**src/rtl/apra_pkg.sv**
```systemverilog
// Shared types for the address pool range allocator: operation and register codes,
// controller states and the command and status bundles between controller and datapath.
// No dependencies.
package apra_pkg;

    // Operation carried by an input item.
    typedef enum logic [1:0] {
        OP_OFFER   = 2'd0,
        OP_COMMIT  = 2'd1,
        OP_RECYCLE = 2'd2,
        OP_NONE    = 2'd3
    } op_t;

    // Configuration register indexes.
    typedef enum logic [1:0] {
        CFG_POOL_BASE    = 2'd0,
        CFG_LEASE_LENGTH = 2'd1,
        CFG_RANGE_LENGTH = 2'd2,
        CFG_RANGE_COUNT  = 2'd3
    } cfg_reg_t;

    // Source of the used-bit read address.
    typedef enum logic [1:0] {
        RD_CURSOR      = 2'd0,
        RD_CURSOR_NEXT = 2'd1,
        RD_OFFSET      = 2'd2
    } rd_sel_t;

    // Controller states.
    typedef enum logic [3:0] {
        ST_INIT,
        ST_IDLE,
        ST_DISPATCH,
        ST_NX_LOAD,
        ST_NX_MOD,
        ST_NX_CHK,
        ST_CLEAR,
        ST_BASE,
        ST_SCAN_RD,
        ST_SCAN_CHK,
        ST_FOUND,
        ST_CM_BASE,
        ST_CM_OFF,
        ST_CM_RD,
        ST_CM_CHK,
        ST_DONE
    } state_t;

    // Commands from the controller to the datapath.
    typedef struct packed {
        logic    take_in;
        logic    res_clr;
        logic    sweep_rst;
        logic    sweep_wr;
        logic    sweep_full;
        logic    tgt_ridx;
        logic    nxt_load;
        logic    nxt_sub;
        logic    exp_rd_nxt;
        logic    exp_rd_cur;
        logic    adopt_nxt;
        logic    exp_clr;
        logic    exp_set;
        logic    base_ld;
        logic    bit_rd;
        rd_sel_t bit_rd_sel;
        logic    cur_inc;
        logic    cand_ld;
        logic    res_off_ld;
        logic    off_ld;
        logic    bit_set;
        logic    res_acc_set;
        logic    out_ld;
    } cmd_t;

    // Status from the datapath to the controller.
    typedef struct packed {
        op_t  op;
        logic cursor_full;
        logic scan_last;
        logic bit_free;
        logic nxt_ge;
        logic exp_zero;
        logic exp_expired;
        logic ridx_ok;
        logic in_range;
        logic cand_zero;
        logic sweep_last_full;
        logic sweep_last_row;
        logic out_free;
    } sts_t;

endpackage

```
**src/rtl/apra_ctrl.sv**
```systemverilog
// Controller of the address pool range allocator: sequences the clearing pass,
// offer, commit and recycle operations. Depends on apra_pkg.
module apra_ctrl (
    input  logic            aclk,
    input  logic            aresetn,
    input  logic            s_valid,
    output logic            s_ready,
    input  apra_pkg::sts_t  sts,
    output apra_pkg::cmd_t  cmd
);

    apra_pkg::state_t state_reg;
    apra_pkg::state_t state_next;

    // State register.
    always_ff @(posedge aclk) begin
        if (!aresetn) begin
            state_reg <= apra_pkg::ST_INIT;
        end else begin
            state_reg <= state_next;
        end
    end

    // Next state and commands.
    always_comb begin
        state_next = state_reg;
        cmd        = '0;
        s_ready    = 1'b0;
        unique case (state_reg)
            apra_pkg::ST_INIT: begin
                // Clear every used bit once after reset.
                cmd.sweep_wr   = 1'b1;
                cmd.sweep_full = 1'b1;
                if (sts.sweep_last_full) begin
                    state_next = apra_pkg::ST_IDLE;
                end
            end
            apra_pkg::ST_IDLE: begin
                s_ready = 1'b1;
                if (s_valid) begin
                    cmd.take_in = 1'b1;
                    state_next  = apra_pkg::ST_DISPATCH;
                end
            end
            apra_pkg::ST_DISPATCH: begin
                cmd.res_clr = 1'b1;
                unique case (sts.op)
                    apra_pkg::OP_OFFER: begin
                        if (sts.cursor_full) begin
                            state_next = apra_pkg::ST_NX_LOAD;
                        end else begin
                            state_next = apra_pkg::ST_BASE;
                        end
                    end
                    apra_pkg::OP_COMMIT: begin
                        state_next = apra_pkg::ST_CM_BASE;
                    end
                    apra_pkg::OP_RECYCLE: begin
                        if (sts.ridx_ok) begin
                            cmd.tgt_ridx  = 1'b1;
                            cmd.sweep_rst = 1'b1;
                            state_next    = apra_pkg::ST_CLEAR;
                        end else begin
                            state_next = apra_pkg::ST_DONE;
                        end
                    end
                    apra_pkg::OP_NONE: begin
                        state_next = apra_pkg::ST_DONE;
                    end
                endcase
            end
            apra_pkg::ST_NX_LOAD: begin
                cmd.nxt_load = 1'b1;
                state_next   = apra_pkg::ST_NX_MOD;
            end
            apra_pkg::ST_NX_MOD: begin
                // Reduce the next range index by repeated subtraction of the count.
                if (sts.nxt_ge) begin
                    cmd.nxt_sub = 1'b1;
                end else begin
                    cmd.exp_rd_nxt = 1'b1;
                    state_next     = apra_pkg::ST_NX_CHK;
                end
            end
            apra_pkg::ST_NX_CHK: begin
                if (sts.exp_expired) begin
                    cmd.adopt_nxt = 1'b1;
                    cmd.sweep_rst = 1'b1;
                    state_next    = apra_pkg::ST_CLEAR;
                end else if (sts.exp_zero) begin
                    cmd.adopt_nxt = 1'b1;
                    state_next    = apra_pkg::ST_BASE;
                end else begin
                    state_next = apra_pkg::ST_DONE;
                end
            end
            apra_pkg::ST_CLEAR: begin
                cmd.sweep_wr = 1'b1;
                cmd.exp_clr  = 1'b1;
                if (sts.sweep_last_row) begin
                    if (sts.op == apra_pkg::OP_OFFER) begin
                        state_next = apra_pkg::ST_BASE;
                    end else begin
                        state_next = apra_pkg::ST_DONE;
                    end
                end
            end
            apra_pkg::ST_BASE: begin
                cmd.base_ld    = 1'b1;
                cmd.exp_rd_cur = 1'b1;
                state_next     = apra_pkg::ST_SCAN_RD;
            end
            apra_pkg::ST_SCAN_RD: begin
                cmd.bit_rd     = 1'b1;
                cmd.bit_rd_sel = apra_pkg::RD_CURSOR;
                state_next     = apra_pkg::ST_SCAN_CHK;
            end
            apra_pkg::ST_SCAN_CHK: begin
                // One bit a cycle: check the bit read last cycle, read the following one.
                cmd.cur_inc = 1'b1;
                if (sts.bit_free) begin
                    cmd.cand_ld = 1'b1;
                    state_next  = apra_pkg::ST_FOUND;
                end else if (sts.scan_last) begin
                    state_next = apra_pkg::ST_DONE;
                end else begin
                    cmd.bit_rd     = 1'b1;
                    cmd.bit_rd_sel = apra_pkg::RD_CURSOR_NEXT;
                end
            end
            apra_pkg::ST_FOUND: begin
                cmd.res_off_ld = 1'b1;
                if (!sts.cand_zero && sts.exp_zero && sts.cursor_full) begin
                    cmd.exp_set = 1'b1;
                end
                state_next = apra_pkg::ST_DONE;
            end
            apra_pkg::ST_CM_BASE: begin
                cmd.base_ld = 1'b1;
                state_next  = apra_pkg::ST_CM_OFF;
            end
            apra_pkg::ST_CM_OFF: begin
                cmd.off_ld = 1'b1;
                state_next = apra_pkg::ST_CM_RD;
            end
            apra_pkg::ST_CM_RD: begin
                cmd.bit_rd     = 1'b1;
                cmd.bit_rd_sel = apra_pkg::RD_OFFSET;
                state_next     = apra_pkg::ST_CM_CHK;
            end
            apra_pkg::ST_CM_CHK: begin
                if (sts.in_range && sts.bit_free) begin
                    cmd.bit_set     = 1'b1;
                    cmd.res_acc_set = 1'b1;
                end
                state_next = apra_pkg::ST_DONE;
            end
            apra_pkg::ST_DONE: begin
                // Hand the result to the output register once it is free.
                if (sts.out_free) begin
                    cmd.out_ld = 1'b1;
                    state_next = apra_pkg::ST_IDLE;
                end
            end
        endcase
    end

endmodule

```
**src/rtl/apra_dp.sv**
```systemverilog
// Datapath of the address pool range allocator: configuration registers, used-bit
// memory, expiry memory, cursor and range registers and the output register.
// Depends on apra_pkg.
module apra_dp #(
    parameter int MAX_RANGE_LEN = 256,
    parameter int MAX_RANGES    = 8
) (
    input  logic           aclk,
    input  logic           aresetn,
    input  logic           cfg_wr_en,
    input  logic [1:0]     cfg_index,
    input  logic [31:0]    cfg_wr_data,
    input  logic [1:0]     s_operation,
    input  logic [31:0]    s_now_time,
    input  logic [31:0]    s_address,
    input  logic [2:0]     s_range_index,
    output logic           m_valid,
    input  logic           m_ready,
    output logic [31:0]    m_offered_address,
    output logic           m_accepted,
    input  apra_pkg::cmd_t cmd,
    output apra_pkg::sts_t sts
);

    localparam int DEPTH = MAX_RANGES * MAX_RANGE_LEN;
    localparam int AW    = (DEPTH > 1) ? $clog2(DEPTH) : 1;
    localparam int OW    = (MAX_RANGE_LEN > 1) ? $clog2(MAX_RANGE_LEN) : 1;
    localparam int CW    = $clog2(MAX_RANGE_LEN + 1);
    localparam int RW    = (MAX_RANGES > 1) ? $clog2(MAX_RANGES) : 1;
    localparam int NW    = $clog2(MAX_RANGES + 1);
    localparam int PW    = RW + CW;

    // Configuration registers.
    logic [31:0] pool_base_reg;
    logic [31:0] lease_length_reg;
    logic [8:0]  range_length_reg;
    logic [3:0]  range_count_reg;

    // Latched input item.
    apra_pkg::op_t op_reg;
    logic [31:0]   now_reg;
    logic [31:0]   addr_reg;
    logic [2:0]    ridx_reg;

    // Allocation state and working registers.
    logic [RW-1:0] cur_reg;
    logic [CW-1:0] cursor_reg;
    logic [RW-1:0] tgt_reg;
    logic [NW-1:0] nxt_reg;
    logic [AW-1:0] sw_reg;
    logic [31:0]   base_reg;
    logic [31:0]   cand_reg;
    logic [OW-1:0] off_reg;
    logic          in_range_reg;
    logic [31:0]   res_off_reg;
    logic          res_acc_reg;

    // Output register.
    logic          m_valid_reg;
    logic [31:0]   m_offered_address_reg;
    logic          m_accepted_reg;

    // Memories.
    logic          bits_mem [DEPTH];
    logic          bit_rdata_reg;
    logic [31:0]   exp_mem [MAX_RANGES];
    logic [31:0]   exp_rdata_reg;
    logic          exp_hit_reg;
    logic [MAX_RANGES-1:0] exp_vld_reg;

    logic [CW-1:0] len_eff;
    logic [NW-1:0] count_eff;
    logic [CW:0]   cursor_inc;
    logic [PW-1:0] base_prod;
    logic [31:0]   rel_addr;
    logic [31:0]   exp_val;
    logic [AW-1:0] row_cur;
    logic [AW-1:0] bit_raddr;
    logic [AW-1:0] bit_waddr;
    logic          bit_we;
    logic          bit_wdata;
    logic          exp_rd;
    logic [RW-1:0] exp_raddr;

    // Lengths in use, clamped to the storage.
    always_comb begin
        if (range_length_reg == 9'd0) begin
            len_eff = CW'(1);
        end else if (32'(range_length_reg) > 32'(MAX_RANGE_LEN)) begin
            len_eff = CW'(MAX_RANGE_LEN);
        end else begin
            len_eff = CW'(range_length_reg);
        end
        if (range_count_reg == 4'd0) begin
            count_eff = NW'(1);
        end else if (32'(range_count_reg) > 32'(MAX_RANGES)) begin
            count_eff = NW'(MAX_RANGES);
        end else begin
            count_eff = NW'(range_count_reg);
        end
    end

    assign cursor_inc = {1'b0, cursor_reg} + (CW + 1)'(1);
    assign base_prod  = PW'(cur_reg) * PW'(len_eff);
    assign rel_addr   = addr_reg - base_reg;
    assign exp_val    = exp_hit_reg ? exp_rdata_reg : 32'd0;
    assign row_cur    = AW'(cur_reg) * AW'(MAX_RANGE_LEN);

    // Configuration writes.
    always_ff @(posedge aclk) begin
        if (!aresetn) begin
            pool_base_reg    <= 32'd0;
            lease_length_reg <= 32'd3600;
            range_length_reg <= 9'd256;
            range_count_reg  <= 4'd8;
        end else if (cfg_wr_en) begin
            unique case (apra_pkg::cfg_reg_t'(cfg_index))
                apra_pkg::CFG_POOL_BASE:    pool_base_reg    <= cfg_wr_data;
                apra_pkg::CFG_LEASE_LENGTH: lease_length_reg <= cfg_wr_data;
                apra_pkg::CFG_RANGE_LENGTH: range_length_reg <= cfg_wr_data[8:0];
                apra_pkg::CFG_RANGE_COUNT:  range_count_reg  <= cfg_wr_data[3:0];
            endcase
        end
    end

    // Input item capture.
    always_ff @(posedge aclk) begin
        if (cmd.take_in) begin
            op_reg   <= apra_pkg::op_t'(s_operation);
            now_reg  <= s_now_time;
            addr_reg <= s_address;
            ridx_reg <= s_range_index;
        end
    end

    // Current range, scan cursor and sweep counter.
    always_ff @(posedge aclk) begin
        if (!aresetn) begin
            cur_reg    <= '0;
            cursor_reg <= '0;
            sw_reg     <= '0;
        end else begin
            if (cmd.adopt_nxt) begin
                cur_reg    <= RW'(nxt_reg);
                cursor_reg <= '0;
            end else if (cmd.cur_inc) begin
                cursor_reg <= CW'(cursor_inc);
            end
            if (cmd.sweep_rst) begin
                sw_reg <= '0;
            end else if (cmd.sweep_wr) begin
                sw_reg <= AW'(sw_reg + AW'(1));
            end
        end
    end

    // Working registers of one operation.
    always_ff @(posedge aclk) begin
        if (cmd.tgt_ridx) begin
            tgt_reg <= RW'(ridx_reg);
        end else if (cmd.adopt_nxt) begin
            tgt_reg <= RW'(nxt_reg);
        end
        if (cmd.nxt_load) begin
            nxt_reg <= NW'(cur_reg) + NW'(1);
        end else if (cmd.nxt_sub) begin
            nxt_reg <= nxt_reg - count_eff;
        end
        if (cmd.base_ld) begin
            base_reg <= pool_base_reg + 32'(base_prod);
        end
        if (cmd.cand_ld) begin
            cand_reg <= base_reg + 32'(cursor_reg);
        end
        if (cmd.off_ld) begin
            off_reg      <= OW'(rel_addr);
            in_range_reg <= rel_addr < 32'(len_eff);
        end
        if (cmd.res_clr) begin
            res_off_reg <= 32'd0;
            res_acc_reg <= 1'b0;
        end else begin
            if (cmd.res_off_ld) begin
                res_off_reg <= cand_reg;
            end
            if (cmd.res_acc_set) begin
                res_acc_reg <= 1'b1;
            end
        end
    end

    // Used-bit memory addressing.
    always_comb begin
        unique case (cmd.bit_rd_sel)
            apra_pkg::RD_CURSOR:      bit_raddr = row_cur + AW'(cursor_reg);
            apra_pkg::RD_CURSOR_NEXT: bit_raddr = row_cur + AW'(cursor_inc);
            apra_pkg::RD_OFFSET:      bit_raddr = row_cur + AW'(off_reg);
            default:                  bit_raddr = row_cur;
        endcase
        if (cmd.sweep_wr) begin
            bit_waddr = cmd.sweep_full ? sw_reg
                                       : AW'(tgt_reg) * AW'(MAX_RANGE_LEN) + sw_reg;
            bit_wdata = 1'b0;
        end else begin
            bit_waddr = row_cur + AW'(off_reg);
            bit_wdata = 1'b1;
        end
        bit_we = cmd.sweep_wr | cmd.bit_set;
    end

    // Used-bit memory.
    always_ff @(posedge aclk) begin
        if (bit_we) begin
            bits_mem[bit_waddr] <= bit_wdata;
        end
        if (cmd.bit_rd) begin
            bit_rdata_reg <= bits_mem[bit_raddr];
        end
    end

    assign exp_rd    = cmd.exp_rd_nxt | cmd.exp_rd_cur;
    assign exp_raddr = cmd.exp_rd_nxt ? RW'(nxt_reg) : cur_reg;

    // Expiry memory; an entry without its valid bit reads as zero.
    always_ff @(posedge aclk) begin
        if (cmd.exp_set) begin
            exp_mem[cur_reg] <= now_reg + lease_length_reg;
        end
        if (exp_rd) begin
            exp_rdata_reg <= exp_mem[exp_raddr];
            exp_hit_reg   <= exp_vld_reg[exp_raddr];
        end
    end

    always_ff @(posedge aclk) begin
        if (!aresetn) begin
            exp_vld_reg <= '0;
        end else begin
            if (cmd.exp_set) begin
                exp_vld_reg[cur_reg] <= 1'b1;
            end
            if (cmd.exp_clr) begin
                exp_vld_reg[tgt_reg] <= 1'b0;
            end
        end
    end

    // Output register: a result item waits here while the next item is taken in.
    always_ff @(posedge aclk) begin
        if (!aresetn) begin
            m_valid_reg <= 1'b0;
        end else if (cmd.out_ld) begin
            m_valid_reg <= 1'b1;
        end else if (m_ready) begin
            m_valid_reg <= 1'b0;
        end
        if (cmd.out_ld) begin
            m_offered_address_reg <= res_off_reg;
            m_accepted_reg        <= res_acc_reg;
        end
    end

    assign m_valid           = m_valid_reg;
    assign m_offered_address = m_offered_address_reg;
    assign m_accepted        = m_accepted_reg;

    // Status towards the controller.
    always_comb begin
        sts.op              = op_reg;
        sts.cursor_full     = cursor_reg >= len_eff;
        sts.scan_last       = cursor_inc >= {1'b0, len_eff};
        sts.bit_free        = !bit_rdata_reg;
        sts.nxt_ge          = nxt_reg >= count_eff;
        sts.exp_zero        = exp_val == 32'd0;
        sts.exp_expired     = (exp_val != 32'd0) && (exp_val <= now_reg);
        sts.ridx_ok         = 32'(ridx_reg) < 32'(count_eff);
        sts.in_range        = in_range_reg;
        sts.cand_zero       = cand_reg == 32'd0;
        sts.sweep_last_full = sw_reg == AW'(DEPTH - 1);
        sts.sweep_last_row  = sw_reg == AW'(MAX_RANGE_LEN - 1);
        sts.out_free        = !m_valid_reg || m_ready;
    end

endmodule

```
**src/rtl/address_pool_range_allocator.sv**
```systemverilog
// Address pool range allocator, top level. One item is worked on at a time.
// A commit checks one used bit and sets it if free, a valid recycle clears one range, and an
// offer scans used bits from the cursor; an offer that moves to another range first reduces
// the range index by repeated subtraction and clears that range if its lease expired.
// The used-bit memory read port examines one bit per cycle and sets the offer rate.
// After reset a clearing pass over every used bit runs with s_ready low.
module address_pool_range_allocator #(
    parameter int MAX_RANGE_LEN = 256,
    parameter int MAX_RANGES    = 8
) (
    input  logic        aclk,
    input  logic        aresetn,
    input  logic        cfg_wr_en,
    input  logic [1:0]  cfg_index,
    input  logic [31:0] cfg_wr_data,
    input  logic        s_valid,
    output logic        s_ready,
    input  logic [1:0]  s_operation,
    input  logic [31:0] s_now_time,
    input  logic [31:0] s_address,
    input  logic [2:0]  s_range_index,
    output logic        m_valid,
    input  logic        m_ready,
    output logic [31:0] m_offered_address,
    output logic        m_accepted
);

    apra_pkg::cmd_t cmd;
    apra_pkg::sts_t sts;

    // Sequencer.
    apra_ctrl u_ctrl (
        .aclk    (aclk),
        .aresetn (aresetn),
        .s_valid (s_valid),
        .s_ready (s_ready),
        .sts     (sts),
        .cmd     (cmd)
    );

    // Storage and arithmetic.
    apra_dp #(
        .MAX_RANGE_LEN (MAX_RANGE_LEN),
        .MAX_RANGES    (MAX_RANGES)
    ) u_dp (
        .aclk              (aclk),
        .aresetn           (aresetn),
        .cfg_wr_en         (cfg_wr_en),
        .cfg_index         (cfg_index),
        .cfg_wr_data       (cfg_wr_data),
        .s_operation       (s_operation),
        .s_now_time        (s_now_time),
        .s_address         (s_address),
        .s_range_index     (s_range_index),
        .m_valid           (m_valid),
        .m_ready           (m_ready),
        .m_offered_address (m_offered_address),
        .m_accepted        (m_accepted),
        .cmd               (cmd),
        .sts               (sts)
    );

endmodule

```
**config.mk**
```make
export PLATFORM = sky130hd
export DESIGN_NAME = address_pool_range_allocator
export DESIGN_NICKNAME = d
export VERILOG_FILES = /design/src/rtl/apra_pkg.sv /design/src/rtl/apra_ctrl.sv /design/src/rtl/apra_dp.sv /design/src/rtl/address_pool_range_allocator.sv
export SDC_FILE = /design/constraint.sdc
export NUM_CORES = 2
export LEC_CHECK = 0
export CORE_ASPECT_RATIO = 1.5
export CORE_MARGIN = 2
export CORE_UTILIZATION = 65
export CTS_CLUSTER_SIZE = 30
export DETAILED_ROUTE_END_ITERATION = 7
export DONT_BUFFER_PORTS = 1
export GPL_ROUTABILITY_DRIVEN = 0
export PLACE_DENSITY_LB_ADDON = 0.3
export SLEW_MARGIN = 20
export SYNTH_ARGS = -nofsm -noshare
export SYNTH_HDL_FRONTEND = slang
export SYNTH_SLANG_ARGS = --single-unit
```
**constraint.sdc**
```tcl
create_clock -name aclk -period 68.2 [get_ports aclk]
set_input_delay 13.64 -clock aclk [delete_from_list [all_inputs] [get_ports aclk]]
set_output_delay 13.64 -clock aclk [all_outputs]
set_load 0.1 [all_outputs]
```
==> metrics <==
number of H-tree levels 4; RSZ-0062 raised after global routing false; Syn. warnings 0; fin util 70.1%; registers with the most flip-flops u_dp.bits_mem: 2048 flops, u_dp.exp_mem: 256 flops; largest net degree at the start of global routing 306; FFs w/ async S/R, synth 0%; Cell Pwr Density 24.0 nW/um2; Vias/cell 6.74; R2R cell count 22; Syn Std Cell Area 121000 um2; fin. max-slew vios 0; Worst setup EP type output pin; total gr overflow 0; Setup crit start kind register; Worst Path Arrival 2.68 ns; maximum vdd ir drop 0.0254 mV; Crit Path Max Fanout 29; CTS root buf clkbuf_16; core area 184000 um2; Period minus WS final 16.32 ns; final number of hold-violating endpoints 0; total clock sinks 2666; Buffers on Ports 0; Worst-Margin Slew 1.25 ns; Hold Crit Class reg -> reg; syn avg cell area 11.0 um2; Sum Neg Setup Slack 0 ns; relative slew slack 16.5%; Remaining DRCs 0; Clock Latency Late Sink 0.92 ns; clk buf depth 4; worst endpoint required time 54.56 ns; die height 532 um; max reg flops 2048; Vias 88600; fmax 61.3 MHz; row count 193; fin crit share 23.9%; Post-CTS Setup Bufs 0; clock skew 0.0459 ns; Post-Syn Instances 11000; fin worst setup slack 51.88 ns; Post-Syn Nets 11200; register bit total from synthesis 2666; Max Cap Violations 0; CP Class reg -> out; die area 189000 um2; R2R Setup Slk 58.39 ns; final setup vio count 0; Yosys top cell by area edfxtp_1; Die Span X 356 um; initial antenna violation count 22; first-pass GRT wire length 529000 um; TritonCTS clock tree yes; Inserted Clock Buffers 234; CTS resizes 0; most frequent cell after synthesis edfxtp_1; synthesis-to-layout area growth 7.22%; vias in the first global route 85400; LEAKAGE 42.7 nW; share of Yosys cell area claimed by the top area cell type 62.7%; Tot Pwr 3.10 mW; Post-synth top cells edfxtp_1 (2520), nor2_1 (2248), nand2_1 (2125), nand3_1 (721), clkbuf_1 (521); status finished clean; Main synth FF type edfxtp_1; DRT Pass-1 Iters 8; Initial Util 65.4%; Top Ports 143; CTS hold repair buffers 0; register name with the most flops u_dp.bits_mem; antenna viol nets, final 0; WL final 364000 um; EDFF count, synth 2520; Post-DP HPWL 199000 um; Worst-path clk slew 0.06 ns; Worst Hold Depth 0; register area share after synthesis 65.1%; share of layout cells above drive strength 1 6.80%; top cells by area, synth edfxtp_1 (63%), nor2_1 (7.0%), nand2_1 (6.6%); GRT Total Usage 37.8%; WL per Instance 27.7 um; initial detailed-routing violation count 14500; Synth cell types 92; Post-layout nets 10800; pre-CTS setup slack 52.80 ns
==> power by group <==
group	switching, mW	internal [mW]
clock	0.591	0.704
sequential	0.00323	1.77
combinational	0.0276	0.00665
==> final cells by class <==
cell class / count / area, um2
multi-input combinational: 7278 / 38400
antenna: 12 / 30.0
clock inverter: 130 / 1140
timing repair buffer: 168 / 1410
fill: 12600 / 55100
tap: 2437 / 3050
inverter: 153 / 582
sequential: 2666 / 78600
clock buffer: 295 / 6110
==> final timing paths <==
check | startpoint | endpoint
hold / removal | u_dp.res_off_reg[29] | u_dp.m_offered_address[29]
setup / recovery | u_ctrl.state_reg[0] | s_ready
hold reg to reg | u_dp.res_off_reg[29] | u_dp.m_offered_address[29]
setup reg to reg | u_dp.cursor_reg[1] | u_dp.bit_rdata_reg
==> layout by cell type, fill, tap and decap left out, types with 60 or more instances in the layout <==
| cell | instances |
|---|---|
| clkbuf_16 | 235 |
| and3_1 | 98 |
| clkbuf_1 | 60 |
| mux2i_1 | 151 |
| nor3_1 | 74 |
| a21oi_1 | 353 |
| nand3_1 | 720 |
| a31oi_1 | 109 |
| xnor2_1 | 99 |
| nand4_1 | 105 |
| o21ai_0 | 92 |
| dfxtp_1 | 146 |
| ha_1 | 155 |
| a21boi_0 | 74 |
| edfxtp_1 | 2520 |
| nand2_1 | 2074 |
| nor2_1 | 2213 |
| inv_1 | 152 |
| mux4_2 | 66 |
| buf_4 | 156 |
==> per-stage QoR <==
stage / instances / instance area [um2] / hold slack (ns)
final: 13100 / 129000 / 0.438
after global routing: 13100 / 129000 / 0.446
after CTS: 13100 / 129000 / 0.436
after detailed placement: 12700 / 122000 / 0.417
after global placement: 12700 / 122000 / 0.425
after floorplan: 11000 / 121000 / 0.408
==> kinds of logic (layout without fill, tap and decap cells) <==
| kind of cell | after synthesis | count (layout) | share of synthesized area (%) |
|---|---|---|---|
| and+or+nand+nor | 5605 | 5605 | 19.3 |
| DFF | 2666 | 2666 | 65.1 |
| AOI/OAI and AO/OA | 1100 | 1100 | 6.10 |
| buffers and inverters | 1008 | 746 | 3.64 |
| muxes | 260 | 260 | 2.90 |
| adders and majority gates | 178 | 178 | 1.99 |
| xor gates and xnor gates | 134 | 134 | 0.973 |
| other | 1 | 13 | 0.00311 |
==> critical path: stages, from the launching register on <==
cell	delay, ns
dfxtp_1	0.88
nand2_1	0.31
nor3_2	0.38
buf_16	0.23
==> per-layer routing <==
layer | vias up | GRT usage, % | part of all wire, %
li1 | 37500 | - | -
met1 | 42400 | 43.8 | 30
met2 | 6746 | 59.4 | 46
met3 | 1861 | 8.88 | 13
met4 | 22 | 32.8 | 11
met5 | - | 0 | 0.040
(Power assumes the default switching activity.)
